<file path="src/rtl/core/mdps_pkg.sv">
`default_nettype none
// ---------------------------------------------------------------------------
// mdps_pkg
// Shared types, microword field positions and codes for the datapath step.
// ---------------------------------------------------------------------------
package mdps_pkg;

	// Default data memory size in words
	localparam int MDPS_MEM_WORDS = 16;

	// Depth of the queue between front and back
	localparam int QUEUE_DEPTH = 4;

	localparam int WORD_W = 32;
	localparam int MW_W   = 23;

	// Microword bit positions
	localparam int MW_SLL8  = 22;
	localparam int MW_SRA1  = 21;
	localparam int MW_F0    = 20;
	localparam int MW_F1    = 19;
	localparam int MW_ENA   = 18;
	localparam int MW_ENB   = 17;
	localparam int MW_INVA  = 16;
	localparam int MW_INC   = 15;
	localparam int MW_C_MAR = 14;
	localparam int MW_C_MDR = 13;
	localparam int MW_C_PC  = 12;
	localparam int MW_C_SP  = 11;
	localparam int MW_C_LV  = 10;
	localparam int MW_C_CPP = 9;
	localparam int MW_C_TOS = 8;
	localparam int MW_C_OPC = 7;
	localparam int MW_C_H   = 6;
	localparam int MW_WRITE = 5;
	localparam int MW_READ  = 4;
	localparam int MW_TOP_HI = 22;
	localparam int MW_TOP_LO = 15;

	// Item operation codes
	typedef enum logic [1:0] {
		OP_EXEC     = 2'd0,
		OP_LOAD_MEM = 2'd1,
		OP_LOAD_REG = 2'd2,
		OP_PEEK     = 2'd3
	} op_t;

	// Item class after decode
	typedef enum logic [2:0] {
		KIND_EXEC,
		KIND_FETCH,
		KIND_LOAD_MEM,
		KIND_LOAD_REG,
		KIND_PEEK
	} kind_t;

	// B bus source select
	localparam logic [3:0] BSEL_MDR  = 4'd0;
	localparam logic [3:0] BSEL_PC   = 4'd1;
	localparam logic [3:0] BSEL_MBRS = 4'd2;
	localparam logic [3:0] BSEL_MBRU = 4'd3;
	localparam logic [3:0] BSEL_SP   = 4'd4;
	localparam logic [3:0] BSEL_LV   = 4'd5;
	localparam logic [3:0] BSEL_CPP  = 4'd6;
	localparam logic [3:0] BSEL_TOS  = 4'd7;
	localparam logic [3:0] BSEL_OPC  = 4'd8;

	// ALU function codes {F0, F1}
	localparam logic [1:0] ALU_AND  = 2'b00;
	localparam logic [1:0] ALU_OR   = 2'b01;
	localparam logic [1:0] ALU_NOTB = 2'b10;
	localparam logic [1:0] ALU_ADD  = 2'b11;

	// Register preload targets
	localparam logic [3:0] TGT_MAR = 4'd0;
	localparam logic [3:0] TGT_MDR = 4'd1;
	localparam logic [3:0] TGT_PC  = 4'd2;
	localparam logic [3:0] TGT_MBR = 4'd3;
	localparam logic [3:0] TGT_SP  = 4'd4;
	localparam logic [3:0] TGT_LV  = 4'd5;
	localparam logic [3:0] TGT_CPP = 4'd6;
	localparam logic [3:0] TGT_TOS = 4'd7;
	localparam logic [3:0] TGT_OPC = 4'd8;
	localparam logic [3:0] TGT_H   = 4'd9;

	// Decoded item as it travels through the queue
	typedef struct packed {
		kind_t             kind;
		logic [MW_W-1:0]   micro_word;
		logic [3:0]        target;
		logic [WORD_W-1:0] load_data;
		logic              tgt_ok;
	} item_t;

	// Queue write side
	typedef struct packed {
		logic  valid;
		item_t item;
	} q_push_t;

	// Queue read side
	typedef struct packed {
		logic  valid;
		item_t item;
	} q_head_t;

endpackage
`default_nettype wire

</file>
<file path="src/rtl/core/mdps_front.sv">
`default_nettype none
// ---------------------------------------------------------------------------
// mdps_front
// Accepts input beats and classifies them into decoded queue entries.
// ---------------------------------------------------------------------------
module mdps_front
	import mdps_pkg::*;
#(
	parameter int MEM_WORDS = MDPS_MEM_WORDS
) (
	input  wire logic              item_valid,
	output logic                   item_ready,
	input  wire logic [1:0]        operation,
	input  wire logic [MW_W-1:0]   micro_word,
	input  wire logic [3:0]        target,
	input  wire logic [WORD_W-1:0] load_data,
	input  wire logic              q_full,
	input  wire logic              back_busy,
	output q_push_t                push
);

	logic [WORD_W-1:0] tgt_ext;
	kind_t             kind;

	// Hold off beats while the queue is full or memory is being cleared
	assign item_ready = !q_full && !back_busy;

	assign tgt_ext = {{(WORD_W-4){1'b0}}, target};

	// Classify the beat
	always_comb begin
		unique case (op_t'(operation))
			OP_EXEC: begin
				if (micro_word[MW_WRITE] && micro_word[MW_READ])
					kind = KIND_FETCH;
				else
					kind = KIND_EXEC;
			end
			OP_LOAD_MEM: kind = KIND_LOAD_MEM;
			OP_LOAD_REG: kind = KIND_LOAD_REG;
			OP_PEEK:     kind = KIND_PEEK;
			default:     kind = KIND_EXEC;
		endcase
	end

	// Build the queue entry
	always_comb begin
		push.valid           = item_valid && item_ready;
		push.item.kind       = kind;
		push.item.micro_word = micro_word;
		push.item.target     = target;
		push.item.load_data  = load_data;
		push.item.tgt_ok     = tgt_ext < WORD_W'(MEM_WORDS);
	end

endmodule
`default_nettype wire

</file>
<file path="src/rtl/core/mdps_queue.sv">
`default_nettype none
// ---------------------------------------------------------------------------
// mdps_queue
// Short FIFO of decoded items between the front and the back.
// ---------------------------------------------------------------------------
module mdps_queue
	import mdps_pkg::*;
(
	input  wire logic    clk,
	input  wire logic    arst_n,
	input  wire q_push_t push,
	output logic         full,
	output q_head_t      head,
	input  wire logic    pop
);

	localparam int PTR_W = $clog2(QUEUE_DEPTH);
	localparam int CNT_W = $clog2(QUEUE_DEPTH + 1);

	item_t            ent_q [QUEUE_DEPTH];
	logic [PTR_W-1:0] wr_ptr_q;
	logic [PTR_W-1:0] rd_ptr_q;
	logic [CNT_W-1:0] cnt_q;
	logic             do_pop;

	assign full       = cnt_q == CNT_W'(QUEUE_DEPTH);
	assign head.valid = cnt_q != '0;
	assign head.item  = ent_q[rd_ptr_q];
	assign do_pop     = pop && head.valid;

	// Store entries
	always_ff @(posedge clk) begin
		if (push.valid)
			ent_q[wr_ptr_q] <= push.item;
	end

	// Advance pointers and count
	always_ff @(posedge clk or negedge arst_n) begin
		if (!arst_n) begin
			wr_ptr_q <= '0;
			rd_ptr_q <= '0;
			cnt_q    <= '0;
		end else begin
			if (push.valid) begin
				if (wr_ptr_q == PTR_W'(QUEUE_DEPTH - 1))
					wr_ptr_q <= '0;
				else
					wr_ptr_q <= wr_ptr_q + 1'b1;
			end
			if (do_pop) begin
				if (rd_ptr_q == PTR_W'(QUEUE_DEPTH - 1))
					rd_ptr_q <= '0;
				else
					rd_ptr_q <= rd_ptr_q + 1'b1;
			end
			if (push.valid && !do_pop)
				cnt_q <= cnt_q + 1'b1;
			else if (!push.valid && do_pop)
				cnt_q <= cnt_q - 1'b1;
		end
	end

endmodule
`default_nettype wire

</file>
<file path="src/rtl/core/mdps_back.sv">
`default_nettype none
// ---------------------------------------------------------------------------
// mdps_back
// Executes decoded items: register file, ALU, shifter, data memory and the
// result register.
// ---------------------------------------------------------------------------
module mdps_back
	import mdps_pkg::*;
#(
	parameter int MEM_WORDS = MDPS_MEM_WORDS
) (
	input  wire logic         clk,
	input  wire logic         arst_n,
	input  wire q_head_t      head,
	output logic              pop,
	output logic              busy,
	output logic              result_valid,
	input  wire logic         result_ready,
	output logic [WORD_W-1:0] h_value,
	output logic [WORD_W-1:0] mdr_value,
	output logic [WORD_W-1:0] mar_value,
	output logic              fetch_done,
	output logic [WORD_W-1:0] bus_b_value,
	output logic [WORD_W-1:0] shifter_value,
	output logic [WORD_W-1:0] peek_value
);

	localparam int AW = $clog2(MEM_WORDS);

	// Architectural registers
	logic [WORD_W-1:0] mar_q, mdr_q, pc_q, sp_q, lv_q, cpp_q, tos_q, opc_q, h_q;
	logic [7:0]        mbr_q;

	// Next values
	logic [WORD_W-1:0] mar_n, mdr_n, pc_n, sp_n, lv_n, cpp_n, tos_n, opc_n, h_n;
	logic [7:0]        mbr_n;

	// Memory and clear sweep
	logic [WORD_W-1:0] mem_q [MEM_WORDS];
	logic [WORD_W-1:0] rd_q;
	logic [AW-1:0]     clr_idx_q;
	logic              clr_busy_q;
	logic              rd_pend_q;

	// Result register
	logic              valid_s2;
	logic [WORD_W-1:0] h_s2, mdr_s2, mar_s2, busb_s2, shv_s2;
	logic              fetch_s2, mdr_rd_s2, peek_rd_s2;

	// Execute-cycle signals
	logic              take;
	logic [MW_W-1:0]   mw;
	logic [WORD_W-1:0] tgt_ext;
	logic [WORD_W-1:0] bus_b, a_in, b_in, alu_out, shv;
	logic [WORD_W-1:0] busb_o, shv_o;
	logic              fetch_o;
	logic              ex_we, ex_re, pk_re;
	logic [AW-1:0]     ex_addr;
	logic [WORD_W-1:0] ex_wdata;
	logic              mem_we, mem_re;
	logic [AW-1:0]     mem_waddr, mem_raddr;
	logic [WORD_W-1:0] mem_wdata;

	// Advance when the clear sweep is done, MDR is settled and the result
	// register is free
	assign take = head.valid && !clr_busy_q && !rd_pend_q && (!valid_s2 || result_ready);
	assign pop  = take;
	assign busy = clr_busy_q;

	assign mw      = head.item.micro_word;
	assign tgt_ext = {{(WORD_W-4){1'b0}}, head.item.target};

	// Drive the B bus
	always_comb begin
		unique case (mw[3:0])
			BSEL_MDR:  bus_b = mdr_q;
			BSEL_PC:   bus_b = pc_q;
			BSEL_MBRS: bus_b = {{(WORD_W-8){mbr_q[7]}}, mbr_q};
			BSEL_MBRU: bus_b = {{(WORD_W-8){1'b0}}, mbr_q};
			BSEL_SP:   bus_b = sp_q;
			BSEL_LV:   bus_b = lv_q;
			BSEL_CPP:  bus_b = cpp_q;
			BSEL_TOS:  bus_b = tos_q;
			BSEL_OPC:  bus_b = opc_q;
			default:   bus_b = '0;
		endcase
	end

	// ALU and shifter
	always_comb begin
		a_in = mw[MW_ENA] ? h_q : '0;
		if (mw[MW_INVA])
			a_in = ~a_in;
		b_in = mw[MW_ENB] ? bus_b : '0;
		unique case ({mw[MW_F0], mw[MW_F1]})
			ALU_AND:  alu_out = a_in & b_in;
			ALU_OR:   alu_out = a_in | b_in;
			ALU_NOTB: alu_out = ~b_in;
			ALU_ADD:  alu_out = a_in + b_in;
			default:  alu_out = '0;
		endcase
		alu_out = alu_out + {{(WORD_W-1){1'b0}}, mw[MW_INC]};
		if (mw[MW_SLL8])
			shv = {alu_out[WORD_W-9:0], 8'd0};
		else if (mw[MW_SRA1])
			shv = {alu_out[WORD_W-1], alu_out[WORD_W-1:1]};
		else
			shv = alu_out;
	end

	// Work out the register and memory effects of the head item
	always_comb begin
		mar_n = mar_q; mdr_n = mdr_q; pc_n = pc_q; sp_n = sp_q; lv_n = lv_q;
		cpp_n = cpp_q; tos_n = tos_q; opc_n = opc_q; h_n = h_q; mbr_n = mbr_q;
		busb_o   = '0;
		shv_o    = '0;
		fetch_o  = 1'b0;
		ex_we    = 1'b0;
		ex_re    = 1'b0;
		pk_re    = 1'b0;
		ex_addr  = tgt_ext[AW-1:0];
		ex_wdata = head.item.load_data;
		unique case (head.item.kind)
			KIND_EXEC: begin
				busb_o = bus_b;
				shv_o  = shv;
				if (mw[MW_C_MAR]) mar_n = shv;
				if (mw[MW_C_MDR]) mdr_n = shv;
				if (mw[MW_C_PC])  pc_n  = shv;
				if (mw[MW_C_SP])  sp_n  = shv;
				if (mw[MW_C_LV])  lv_n  = shv;
				if (mw[MW_C_CPP]) cpp_n = shv;
				if (mw[MW_C_TOS]) tos_n = shv;
				if (mw[MW_C_OPC]) opc_n = shv;
				if (mw[MW_C_H])   h_n   = shv;
				ex_addr  = mar_n[AW-1:0];
				ex_wdata = mdr_n;
				if (mar_n < WORD_W'(MEM_WORDS)) begin
					ex_we = mw[MW_WRITE];
					ex_re = mw[MW_READ];
				end
			end
			KIND_FETCH: begin
				mbr_n   = mw[MW_TOP_HI:MW_TOP_LO];
				h_n     = {{(WORD_W-8){1'b0}}, mw[MW_TOP_HI:MW_TOP_LO]};
				fetch_o = 1'b1;
			end
			KIND_LOAD_MEM: begin
				ex_we = head.item.tgt_ok;
			end
			KIND_LOAD_REG: begin
				unique case (head.item.target)
					TGT_MAR: mar_n = head.item.load_data;
					TGT_MDR: mdr_n = head.item.load_data;
					TGT_PC:  pc_n  = head.item.load_data;
					TGT_MBR: mbr_n = head.item.load_data[7:0];
					TGT_SP:  sp_n  = head.item.load_data;
					TGT_LV:  lv_n  = head.item.load_data;
					TGT_CPP: cpp_n = head.item.load_data;
					TGT_TOS: tos_n = head.item.load_data;
					TGT_OPC: opc_n = head.item.load_data;
					TGT_H:   h_n   = head.item.load_data;
					default: ;
				endcase
			end
			KIND_PEEK: begin
				pk_re = head.item.tgt_ok;
			end
			default: ;
		endcase
	end

	// Memory port select: clear sweep owns the write port until done
	always_comb begin
		mem_we    = clr_busy_q || (take && ex_we);
		mem_waddr = clr_busy_q ? clr_idx_q : ex_addr;
		mem_wdata = clr_busy_q ? '0 : ex_wdata;
		mem_re    = take && (ex_re || pk_re);
		mem_raddr = ex_addr;
	end

	// Data memory with registered read
	always_ff @(posedge clk) begin
		if (mem_we)
			mem_q[mem_waddr] <= mem_wdata;
		if (mem_re)
			rd_q <= mem_q[mem_raddr];
	end

	// Clear sweep after reset
	always_ff @(posedge clk or negedge arst_n) begin
		if (!arst_n) begin
			clr_busy_q <= 1'b1;
			clr_idx_q  <= '0;
		end else if (clr_busy_q) begin
			clr_idx_q <= clr_idx_q + 1'b1;
			if (clr_idx_q == AW'(MEM_WORDS - 1))
				clr_busy_q <= 1'b0;
		end
	end

	// Architectural registers; MDR takes read data in the cycle after a READ
	always_ff @(posedge clk or negedge arst_n) begin
		if (!arst_n) begin
			mar_q <= '0; mdr_q <= '0; pc_q <= '0; sp_q <= '0; lv_q <= '0;
			cpp_q <= '0; tos_q <= '0; opc_q <= '0; h_q <= '0; mbr_q <= '0;
			rd_pend_q <= 1'b0;
		end else begin
			rd_pend_q <= take && ex_re;
			if (rd_pend_q)
				mdr_q <= rd_q;
			if (take) begin
				mar_q <= mar_n; mdr_q <= mdr_n; pc_q <= pc_n; sp_q <= sp_n;
				lv_q <= lv_n; cpp_q <= cpp_n; tos_q <= tos_n; opc_q <= opc_n;
				h_q <= h_n; mbr_q <= mbr_n;
			end
		end
	end

	// Result valid: set on advance, drop when the beat is taken
	always_ff @(posedge clk or negedge arst_n) begin
		if (!arst_n)
			valid_s2 <= 1'b0;
		else if (take)
			valid_s2 <= 1'b1;
		else if (result_ready)
			valid_s2 <= 1'b0;
	end

	// Result payload
	always_ff @(posedge clk) begin
		if (take) begin
			h_s2       <= h_n;
			mdr_s2     <= mdr_n;
			mar_s2     <= mar_n;
			busb_s2    <= busb_o;
			shv_s2     <= shv_o;
			fetch_s2   <= fetch_o;
			mdr_rd_s2  <= ex_re;
			peek_rd_s2 <= pk_re;
		end
	end

	assign result_valid  = valid_s2;
	assign h_value       = h_s2;
	assign mdr_value     = mdr_rd_s2 ? rd_q : mdr_s2;
	assign mar_value     = mar_s2;
	assign fetch_done    = fetch_s2;
	assign bus_b_value   = busb_s2;
	assign shifter_value = shv_s2;
	assign peek_value    = peek_rd_s2 ? rd_q : '0;

endmodule
`default_nettype wire

</file>
<file path="src/rtl/core/microprogrammed_datapath_step.sv">
`default_nettype none
// ---------------------------------------------------------------------------
// microprogrammed_datapath_step
// Stack-machine datapath executing one microinstruction, preload or peek
// per item, with a word data memory.
// ---------------------------------------------------------------------------
//  channel  handshake                  payload
//  item     item_valid / item_ready    operation, micro_word, target, load_data
//  result   result_valid / result_ready h_value, mdr_value, mar_value,
//                                       fetch_done, bus_b_value,
//                                       shifter_value, peek_value
//
//  One item per cycle unless a READ, the clear or a held result stalls. A
//  READ that hits memory holds the next item: the memory read port is
//  registered and MDR is reloaded in the next cycle. Result valid rises at
//  the edge the item leaves the queue, which a stall can delay after accept.
//  After reset the data memory is cleared word by word, item_ready low.
//  A 4-entry queue separates input and execution; a stalled result holds the
//  back part while the front keeps filling the queue.
// ---------------------------------------------------------------------------
module microprogrammed_datapath_step
	import mdps_pkg::*;
#(
	parameter int MEM_WORDS = MDPS_MEM_WORDS
) (
	input  wire logic              clk,
	input  wire logic              arst_n,
	input  wire logic              item_valid,
	output logic                   item_ready,
	input  wire logic [1:0]        operation,
	input  wire logic [MW_W-1:0]   micro_word,
	input  wire logic [3:0]        target,
	input  wire logic [WORD_W-1:0] load_data,
	output logic                   result_valid,
	input  wire logic              result_ready,
	output logic [WORD_W-1:0]      h_value,
	output logic [WORD_W-1:0]      mdr_value,
	output logic [WORD_W-1:0]      mar_value,
	output logic                   fetch_done,
	output logic [WORD_W-1:0]      bus_b_value,
	output logic [WORD_W-1:0]      shifter_value,
	output logic [WORD_W-1:0]      peek_value
);

	q_push_t push;
	q_head_t head;
	logic    q_full;
	logic    pop;
	logic    back_busy;

	mdps_front #(
		.MEM_WORDS(MEM_WORDS)
	) u_front (
		.item_valid(item_valid),
		.item_ready(item_ready),
		.operation (operation),
		.micro_word(micro_word),
		.target    (target),
		.load_data (load_data),
		.q_full    (q_full),
		.back_busy (back_busy),
		.push      (push)
	);

	mdps_queue u_queue (
		.clk   (clk),
		.arst_n(arst_n),
		.push  (push),
		.full  (q_full),
		.head  (head),
		.pop   (pop)
	);

	mdps_back #(
		.MEM_WORDS(MEM_WORDS)
	) u_back (
		.clk          (clk),
		.arst_n       (arst_n),
		.head         (head),
		.pop          (pop),
		.busy         (back_busy),
		.result_valid (result_valid),
		.result_ready (result_ready),
		.h_value      (h_value),
		.mdr_value    (mdr_value),
		.mar_value    (mar_value),
		.fetch_done   (fetch_done),
		.bus_b_value  (bus_b_value),
		.shifter_value(shifter_value),
		.peek_value   (peek_value)
	);

endmodule
`default_nettype wire
</file>
<file path="config.mk">
export PLATFORM = sky130hd
export DESIGN_NAME = microprogrammed_datapath_step
export DESIGN_NICKNAME = d
export VERILOG_FILES = /design/src/rtl/core/mdps_pkg.sv /design/src/rtl/core/mdps_front.sv /design/src/rtl/core/mdps_queue.sv /design/src/rtl/core/mdps_back.sv /design/src/rtl/core/microprogrammed_datapath_step.sv
export SDC_FILE = /design/constraint.sdc
export NUM_CORES = 2
export LEC_CHECK = 0
export BUFFER_PORTS_ARGS = -buffer_cell sky130_fd_sc_hd__buf_4
export CORE_MARGIN = 3
export CORE_UTILIZATION = 30
export CTS_BUF_LIST = sky130_fd_sc_hd__clkbuf_2 sky130_fd_sc_hd__clkbuf_4 sky130_fd_sc_hd__clkbuf_8
export DETAILED_ROUTE_END_ITERATION = 10
export SLEW_MARGIN = 40
export SYNTH_ARGS = -nofsm -noshare
export SYNTH_HDL_FRONTEND = slang
export SYNTH_SLANG_ARGS = --single-unit
</file>
<file path="constraint.sdc">
create_clock -name clk -period 30.9 [get_ports clk]
set_clock_uncertainty 0.2 [all_clocks]
set_input_delay 4.635 -clock clk [delete_from_list [all_inputs] [get_ports clk]]
set_output_delay 4.635 -clock clk [all_outputs]
set_load 0.005 [all_outputs]
</file>
Yosys cells after proc, flatten, opt, wreduce, memory -nomap -nowiden
Memory sizes are Yosys's and may differ from the RTL's. A register that Yosys moved wholly into a read port is not among the register bits. Index checks and enable logic that the tools add are counted.

Flip-flop bits (word level): 473. Memory bits (writable): 764. Memories: 2.

Add/subtract/negate cells: 7. Order comparisons: 2. Eq/ne operators: 44. Mux-type cells: 65. Bitwise operators: 4. Reduce and logical (&&, ||, !) cells: 39.

Memories: u_back.mem_q (depth 16, bits a word 32, read ports 1, clocked after memory_dff 1, wr ports 1, line mdps_back.sv:39) `logic [WORD_W-1:0] mem_q [MEM_WORDS];`; u_queue.ent_q (depth 4, bits a word 63, read ports 1, clocked after memory_dff 0, wr ports 1, line mdps_queue.sv:20) `item_t ent_q [QUEUE_DEPTH];`.

Operators by type and width (count): 32-bit 2-to-1 mux (29); 32-bit case mux with 2 select lines (8); 32-bit case mux with 9 select lines (1); 32-bit case mux with 4 select lines (1); 32-bit case mux with 3 select lines (1); 32-bit NOT (2); 32-bit by 1-bit adder with 32-bit output (1); 32-bit adder (1); 32-bit bitwise AND (1); 4-bit by 3-bit equality test with 1-bit output (second input constant) (8); 32-bit by 5-bit less-than comparator with 1-bit output (second input constant) (1); 32-bit bitwise OR (1); 31-bit 2-to-1 mux (1); 2-bit != test (second input constant) (12); 4-bit AND reduction (6); 4-bit by 2-bit equality test with 1-bit output (second input constant) (4); 4-bit equality test (second input constant) (4); 8-bit case mux with 2 select lines (1); 1-bit 2-to-1 mux (14); 2-bit equality test (second input constant) (6); 1-bit logical AND (12); 3-bit case mux with 4 select lines (1); 2-bit nonzero test (5); 4-bit by 1-bit equality test with 1-bit output (second input constant) (2); other kinds (22) (38).

Depth between registers and ports, before layout
An unclocked memory read counts as a cell.

Word-level depth: 18. Gate-level depth with buffers: 32. Gate-level depth less buffers: 25.

Cells and area by module
Synthesis repeated with hierarchy kept, for this count alone.

Cell total of the unflattened synthesis: 4571. Area, all modules: 59672.2 µm².

By module, submodules not included: mdps_back (instances 1, cells an instance 4134, area an instance 49632.6 µm², seq. area each 28813.9 µm²); mdps_queue (instances 1, cells an instance 366, area an instance 9514.1 µm², seq. area each 7742.4 µm²); mdps_front (instances 1, cells an instance 71, area an instance 525.5 µm², seq. area each 0.0 µm²).

Worst setup path after synthesis
Ideal clock, no wire load.

Path kind: input to register. From: input port result_ready. To: register u_back.busb_s2[0], in the netlist u_back.bus_b_value[0] (enable). Setup time: 590 ps. Data arrival time: 10027 ps. Slack: 20083 ps. Cell stages on the path: 5. Path buffers: 3. Cells stage by stage: nand2b_1 > nor2b_1 > clkbuf_1 > clkbuf_1 > buf_1.

Cells in the longest elaborated chain, start to end: 2.

RTL lines: from (decl) (line microprogrammed_datapath_step.sv:35) `input wire logic result_ready,`; 1-bit logical OR (line mdps_back.sv:66) `assign take = head.valid && !clr_busy_q && !rd_pend_q && (!valid_s2 || result_ready);`; 1-bit logical AND (line mdps_back.sv:66); net pop (line microprogrammed_datapath_step.sv:48) `logic pop;`; to (signal assigned) (line mdps_back.sv:236) `busb_s2 <= busb_o;`; to (decl) (line mdps_back.sv:47) `logic [WORD_W-1:0] h_s2, mdr_s2, mar_s2, busb_s2, shv_s2;`.

The timed path passes the listed nets, and every way through them passes these cells. A chain may end at the register's enable or synchronous reset.

Worst setup path after layout
From: register u_queue.rd_ptr_q[0]. To: memory u_back.mem_q[4][19] (enable).

Cells in the longest elaborated chain, start to end: 18. Elaborated cells between the ends (all ways): 40.

RTL lines: from (decl) (line mdps_queue.sv:22) `logic [PTR_W-1:0] rd_ptr_q;`; from (signal assigned) (line mdps_queue.sv:54) `rd_ptr_q <= rd_ptr_q + 1'b1;`; memory read 4 x 63 bit *; 4-bit equality test, or another cell as far along (line mdps_back.sv:75) `unique case (mw[3:0])`; 32-bit case mux with 9 select lines or 32-bit NOT (tied branches) (line mdps_back.sv:75, mdps_back.sv:93); 32-bit 2-to-1 mux, on equally long branches (line mdps_back.sv:94, mdps_back.sv:92); 32-bit adder, or another cell as far along (line mdps_back.sv:99) `ALU_ADD: alu_out = a_in + b_in;`; 32-bit case mux with 4 select lines (line mdps_back.sv:95) `unique case ({mw[MW_F0], mw[MW_F1]})`; 32-bit by 1-bit adder with 32-bit output (line mdps_back.sv:102) `alu_out = alu_out + {{(WORD_W-1){1'b0}}, mw[MW_INC]};`; 31-bit 2-to-1 mux (line mdps_back.sv:105) `else if (mw[MW_SRA1])`; [2 not listed]; 32-bit 2-to-1 mux (line mdps_back.sv:123) `unique case (head.item.kind)`; 32-bit by 5-bit less-than comparator with 1-bit output (line mdps_back.sv:138) `if (mar_n < WORD_W'(MEM_WORDS)) begin`; 1-bit 2-to-1 mux (line mdps_back.sv:138); 1-bit case mux with 2 select lines (line mdps_back.sv:123); 1-bit logical AND (line mdps_back.sv:175) `mem_we = clr_busy_q || (take && ex_we);`; 1-bit logical OR (line mdps_back.sv:175); 1-bit 2-to-1 mux (line mdps_back.sv:184) `if (mem_we)`; 1-bit 2-to-1 mux (implied by the code) (line mdps_back.sv:185) `mem_q[mem_waddr] <= mem_wdata;`; to (decl) (line mdps_back.sv:39).

Mark *: on every way between the ends. The rest lies on a longest branch, timed or not. The select of a mux whose other input is x is not followed.

==> summary.md <==
| Metric | Value |
|---|---|
| Synth cell types | 105 |
| Max-Slew Margin vs Limit | 38.4% |
| Net Count, Synth | 4,742 |
| R2r endpoint | u_back.mem_q[4][19] |
| Initial Util | 30.3% |
| Via Count | 42,300 |
| Setup TNS | 0 ns |
| Worst-path clk slew | 0.06 ns |
| Fin crit share | 36.7% |
| Routability Congestion | 0.938 |
| Chip height | 451 µm |
| Max Freq | 88.2 MHz |
| # DRC | 0 |
| Antenna Nets Post-Route | 0 |
| Row Count | 162 |
| GR Overflow Total | 0 |
| Post-synth ARST share | 24.5% |
| Status | complete, no violations |
| Vias/cell | 5.48 |
| Core area | 196,000 µm² |
| Crit path max-delay cell type | mux4_4 |
| CP Class | flip-flop to flip-flop |
| Bufs on Longest Clock Path | 3 |
| Worst path max stage delay | 1.04 ns |
| CP max FO | 45 |
| Fin. Hold Viols | 0 |
| Placed cell area | 65,400 µm² |
| Layout cell share with drive strength beyond 1 | 23.7% |
| Clock Latency Late Sink | 0.98 ns |
| Number of buffers created by CTS | 204 |
| First-pass GRT wire length | 310 mm |
| Total wire length | 221 mm |
| CP Capture Type | flip-flop |
| Max Cap Viol | 0 |
| Worst Hold Depth | 2 |
| R2R Path Start | u_queue.rd_ptr_q[0] |
| Hold slack | 0.275 ns |
| Syn_area_per_cell | 12.9 µm² |
| R2R cell count | 27 |
| Area Growth Syn to Fin | 17.6% |
| GRT busiest layer | met2 |
| Final worst path period need | 11.34 ns |
| Post-CTS setup buffer count | 0 |
| Worst slew pin tran | 0.901 ns |
| Crit. path cell count | 27 |
| YS warnings | 0 |
| Grt met3 use | 4.71% |
| Largest net degree at the start of global routing | 132 |
| DRT iter0 DRCs | 5,601 |
| Sink Count | 1,265 |
| Final Slew Violations | 0 |
| Gr usage total | 21.2% |
| CP dominant cell by count | nor2_1 |
| CP Data Arrival Time | 11.79 ns |
| # setup viols final | 0 |
| CTS resizes | 0 |
| 1st-pass router iterations | 8 |
| PortBufs | 259 |
| Root Driver | clkbuf_8 |
| Final HPWL DP | 156 mm |
| Final instance area | 69,700 µm² |
| Synthesized instance count | 4,599 |
| Ys flop type | edfxtp_1 |
| Worst hold path class | flip-flop to flip-flop |
| Initial antenna violation count | 13 |
| CTS tree | built |
| GR Layer Usage met1 | 27.3% |
| Final Non-Filler Cells | 7,722 |
| Die W | 451 µm |
| H-tree levels | 4 |
| Die area | 203,000 µm² |
| Post-Place Cells | 7,332 |
| Mapped Area | 59,300 µm² |
| GRT met2 Usage | 33.0% |
| Seq/Total Area, Yosys | 61.5% |
| Vias in the first global route | 40,500 |
| Worst EP required | 31.35 ns |
| Fillers | 18,900 |
| R2r setup slk | 19.56 ns |
| Sum of buffers and inverters on the critical path | 4 |
| Storage cell area | 36,400 µm² |
| Min-Delay Endpoint | u_back.tos_q[11] |
| Multi-input logic area | 21,700 µm² |
| CP top delay family | simple AND/OR/NAND/NOR gates |
| WL per Instance | 28.6 µm |
| CP Launch Type | flip-flop |
| Hold-fix buffers at CTS | 0 |
| Post-synth EDFFs | 955 |
| Worst hold start | u_back.tos_q[11] |
| I/O pins | 260 |
| Nets@finish | 5,059 |
| Post-synthesis sequential element count | 1,265 |
| RSZ-0062 raised after global routing | false |
## Yosys cell counts (14+ instances only)
| master | number | area share, % |
|---|---|---|
| edfxtp_1 | 955 | 48 |
| xnor2_1 | 58 | 0.86 |
| nand2_1 | 624 | 4.0 |
| nand3b_1 | 19 | 0.24 |
| nand3_1 | 44 | 0.37 |
| o211ai_1 | 22 | 0.28 |
| nor4_1 | 14 | 0.15 |
| nor3_1 | 40 | 0.34 |
| a222oi_1 | 18 | 0.30 |
| clkbuf_1 | 212 | 1.3 |
| a21oi_1 | 197 | 1.7 |
| and3_1 | 51 | 0.54 |
| o21ai_0 | 249 | 2.1 |
| buf_1 | 46 | 0.29 |
| a21o_1 | 38 | 0.48 |
| nand2b_1 | 33 | 0.35 |
| a211oi_1 | 43 | 0.54 |
| a22oi_1 | 49 | 0.62 |
| dfrtp_1 | 309 | 13 |
| inv_1 | 118 | 0.75 |
| nor2_1 | 347 | 2.2 |
| o22ai_1 | 43 | 0.45 |
| mux2i_1 | 126 | 2.1 |
| o21a_1 | 24 | 0.30 |
| a31oi_1 | 52 | 0.55 |
| xor2_1 | 22 | 0.32 |
| ha_1 | 76 | 1.6 |
| a221o_1 | 22 | 0.37 |
| nor2b_1 | 14 | 0.15 |
| buf_2 | 32 | 0.27 |
| mux2_2 | 131 | 2.5 |
| nand4_1 | 17 | 0.18 |
| o31ai_1 | 16 | 0.20 |
| mux4_2 | 188 | 7.1 |
| and2_1 | 58 | 0.61 |
| or2_2 | 16 | 0.17 |
| a22o_1 | 28 | 0.41 |
## metal layers
| metal | vias to the layer above | part of all wire, % | wire length [µm] |
|---|---|---|---|
| met3 | 462 | 9.1 | 20100 |
| met5 | - | 0.0059 | 13 |
| met4 | 2 | 6.4 | 14200 |
| met1 | 21500 | 39 | 85100 |
| li1 | 18000 | - | - |
| met2 | 2330 | 46 | 102000 |
## cell families (layout without fill, tap and decap cells)
kind of cell | count (synthesis) | after routing | synth area share [%]
simple gates | 1352 | 1352 | 10.4
flops | 1265 | 1265 | 61.5
compound gates | 956 | 956 | 10.7
mux | 445 | 445 | 11.8
buf+inv | 423 | 915 | 2.88
xor+xnor | 80 | 80 | 1.18
fa+ha+maj | 78 | 78 | 1.67
other cells | 0 | 7 | 0
## worst min-delay path: cells and delay by family (launching register included)
kind               cells  cell delay, ns
DFF                    1            0.34
and+or+nand+nor        1            0.04
AOI/OAI and AO/OA      1            0.06
## worst max-delay path by stage
stage	slack, ns	end	start
3_3_place_gp	19.70	u_back.mem_q[9][19]	u_queue.rd_ptr_q[0]
3_5_place_dp	19.64	u_back.mem_q[4][19]	u_queue.rd_ptr_q[0]
2_1_floorplan	20.08	u_back.bus_b_value[0]	result_ready
4_1_cts	19.71	u_back.mem_q[4][19]	u_queue.rd_ptr_q[0]
5_1_grt	19.02	u_back.mem_q[7][17]	u_queue.rd_ptr_q[0]
6_report	19.56	u_back.mem_q[4][19]	u_queue.rd_ptr_q[0]
## state kept, by name, indices dropped and copies added (netlist names), 3 cells and up
name / count
u_back.clr_idx_q: 4
u_back.h_value: 32
u_back.lv_q: 32
u_queue.ent_q: 248
u_back.cpp_q: 32
u_back.mem_q: 512
u_back.h_q: 32
u_back.tos_q: 32
u_back.sp_q: 32
u_back.rd_q: 32
u_back.opc_q: 32
u_back.shifter_value: 32
u_back.bus_b_value: 32
u_back.mdr_q: 32
u_back.pc_q: 32
u_back.mar_value: 32
u_back.mdr_s2: 32
u_back.mar_q: 32
u_back.mbr_q: 8
u_queue.cnt_q: 3
## cell usage in the layout, fill, tap and decap left out, drive strengths merged, types with 28 or more instances in the layout
cell type	count
buf	412
a21oi	198
nand2	624
clkbuf	277
and3	51
nor3	44
inv	130
and2	59
edfxtp	955
a22o	28
clkinv	86
o21ai	257
mux2i	126
nor2	349
dfrtp	309
o22ai	43
nand3	46
mux2	131
a211oi	48
a21o	38
a22oi	49
nand2b	33
mux4	188
a31oi	53
ha	76
xnor2	58
## cell type report
class	instances	share of cell area (%)
Antenna cell	7	0.0251
Timing Repair Buffer	414	5.17
Clock inverter	106	1.14
Inverter	120	0.646
Clock buffer	275	4.88
Tap cell	2624	4.71
Multi-Input combinational cell	2911	31.1
Sequential cell	1265	52.3
## through the flow
step                      setup WS, ns  utilization [%]
after global routing             19.02             35.6
after floorplan                  20.08                -
after global placement           19.70             33.0
after CTS                        19.71             35.6
final                            19.56             35.6
after detailed placement         19.64             33.4
Power is not shown: default switching activity piles up to over one toggle a cycle in this logic, so the estimate is an artifact.
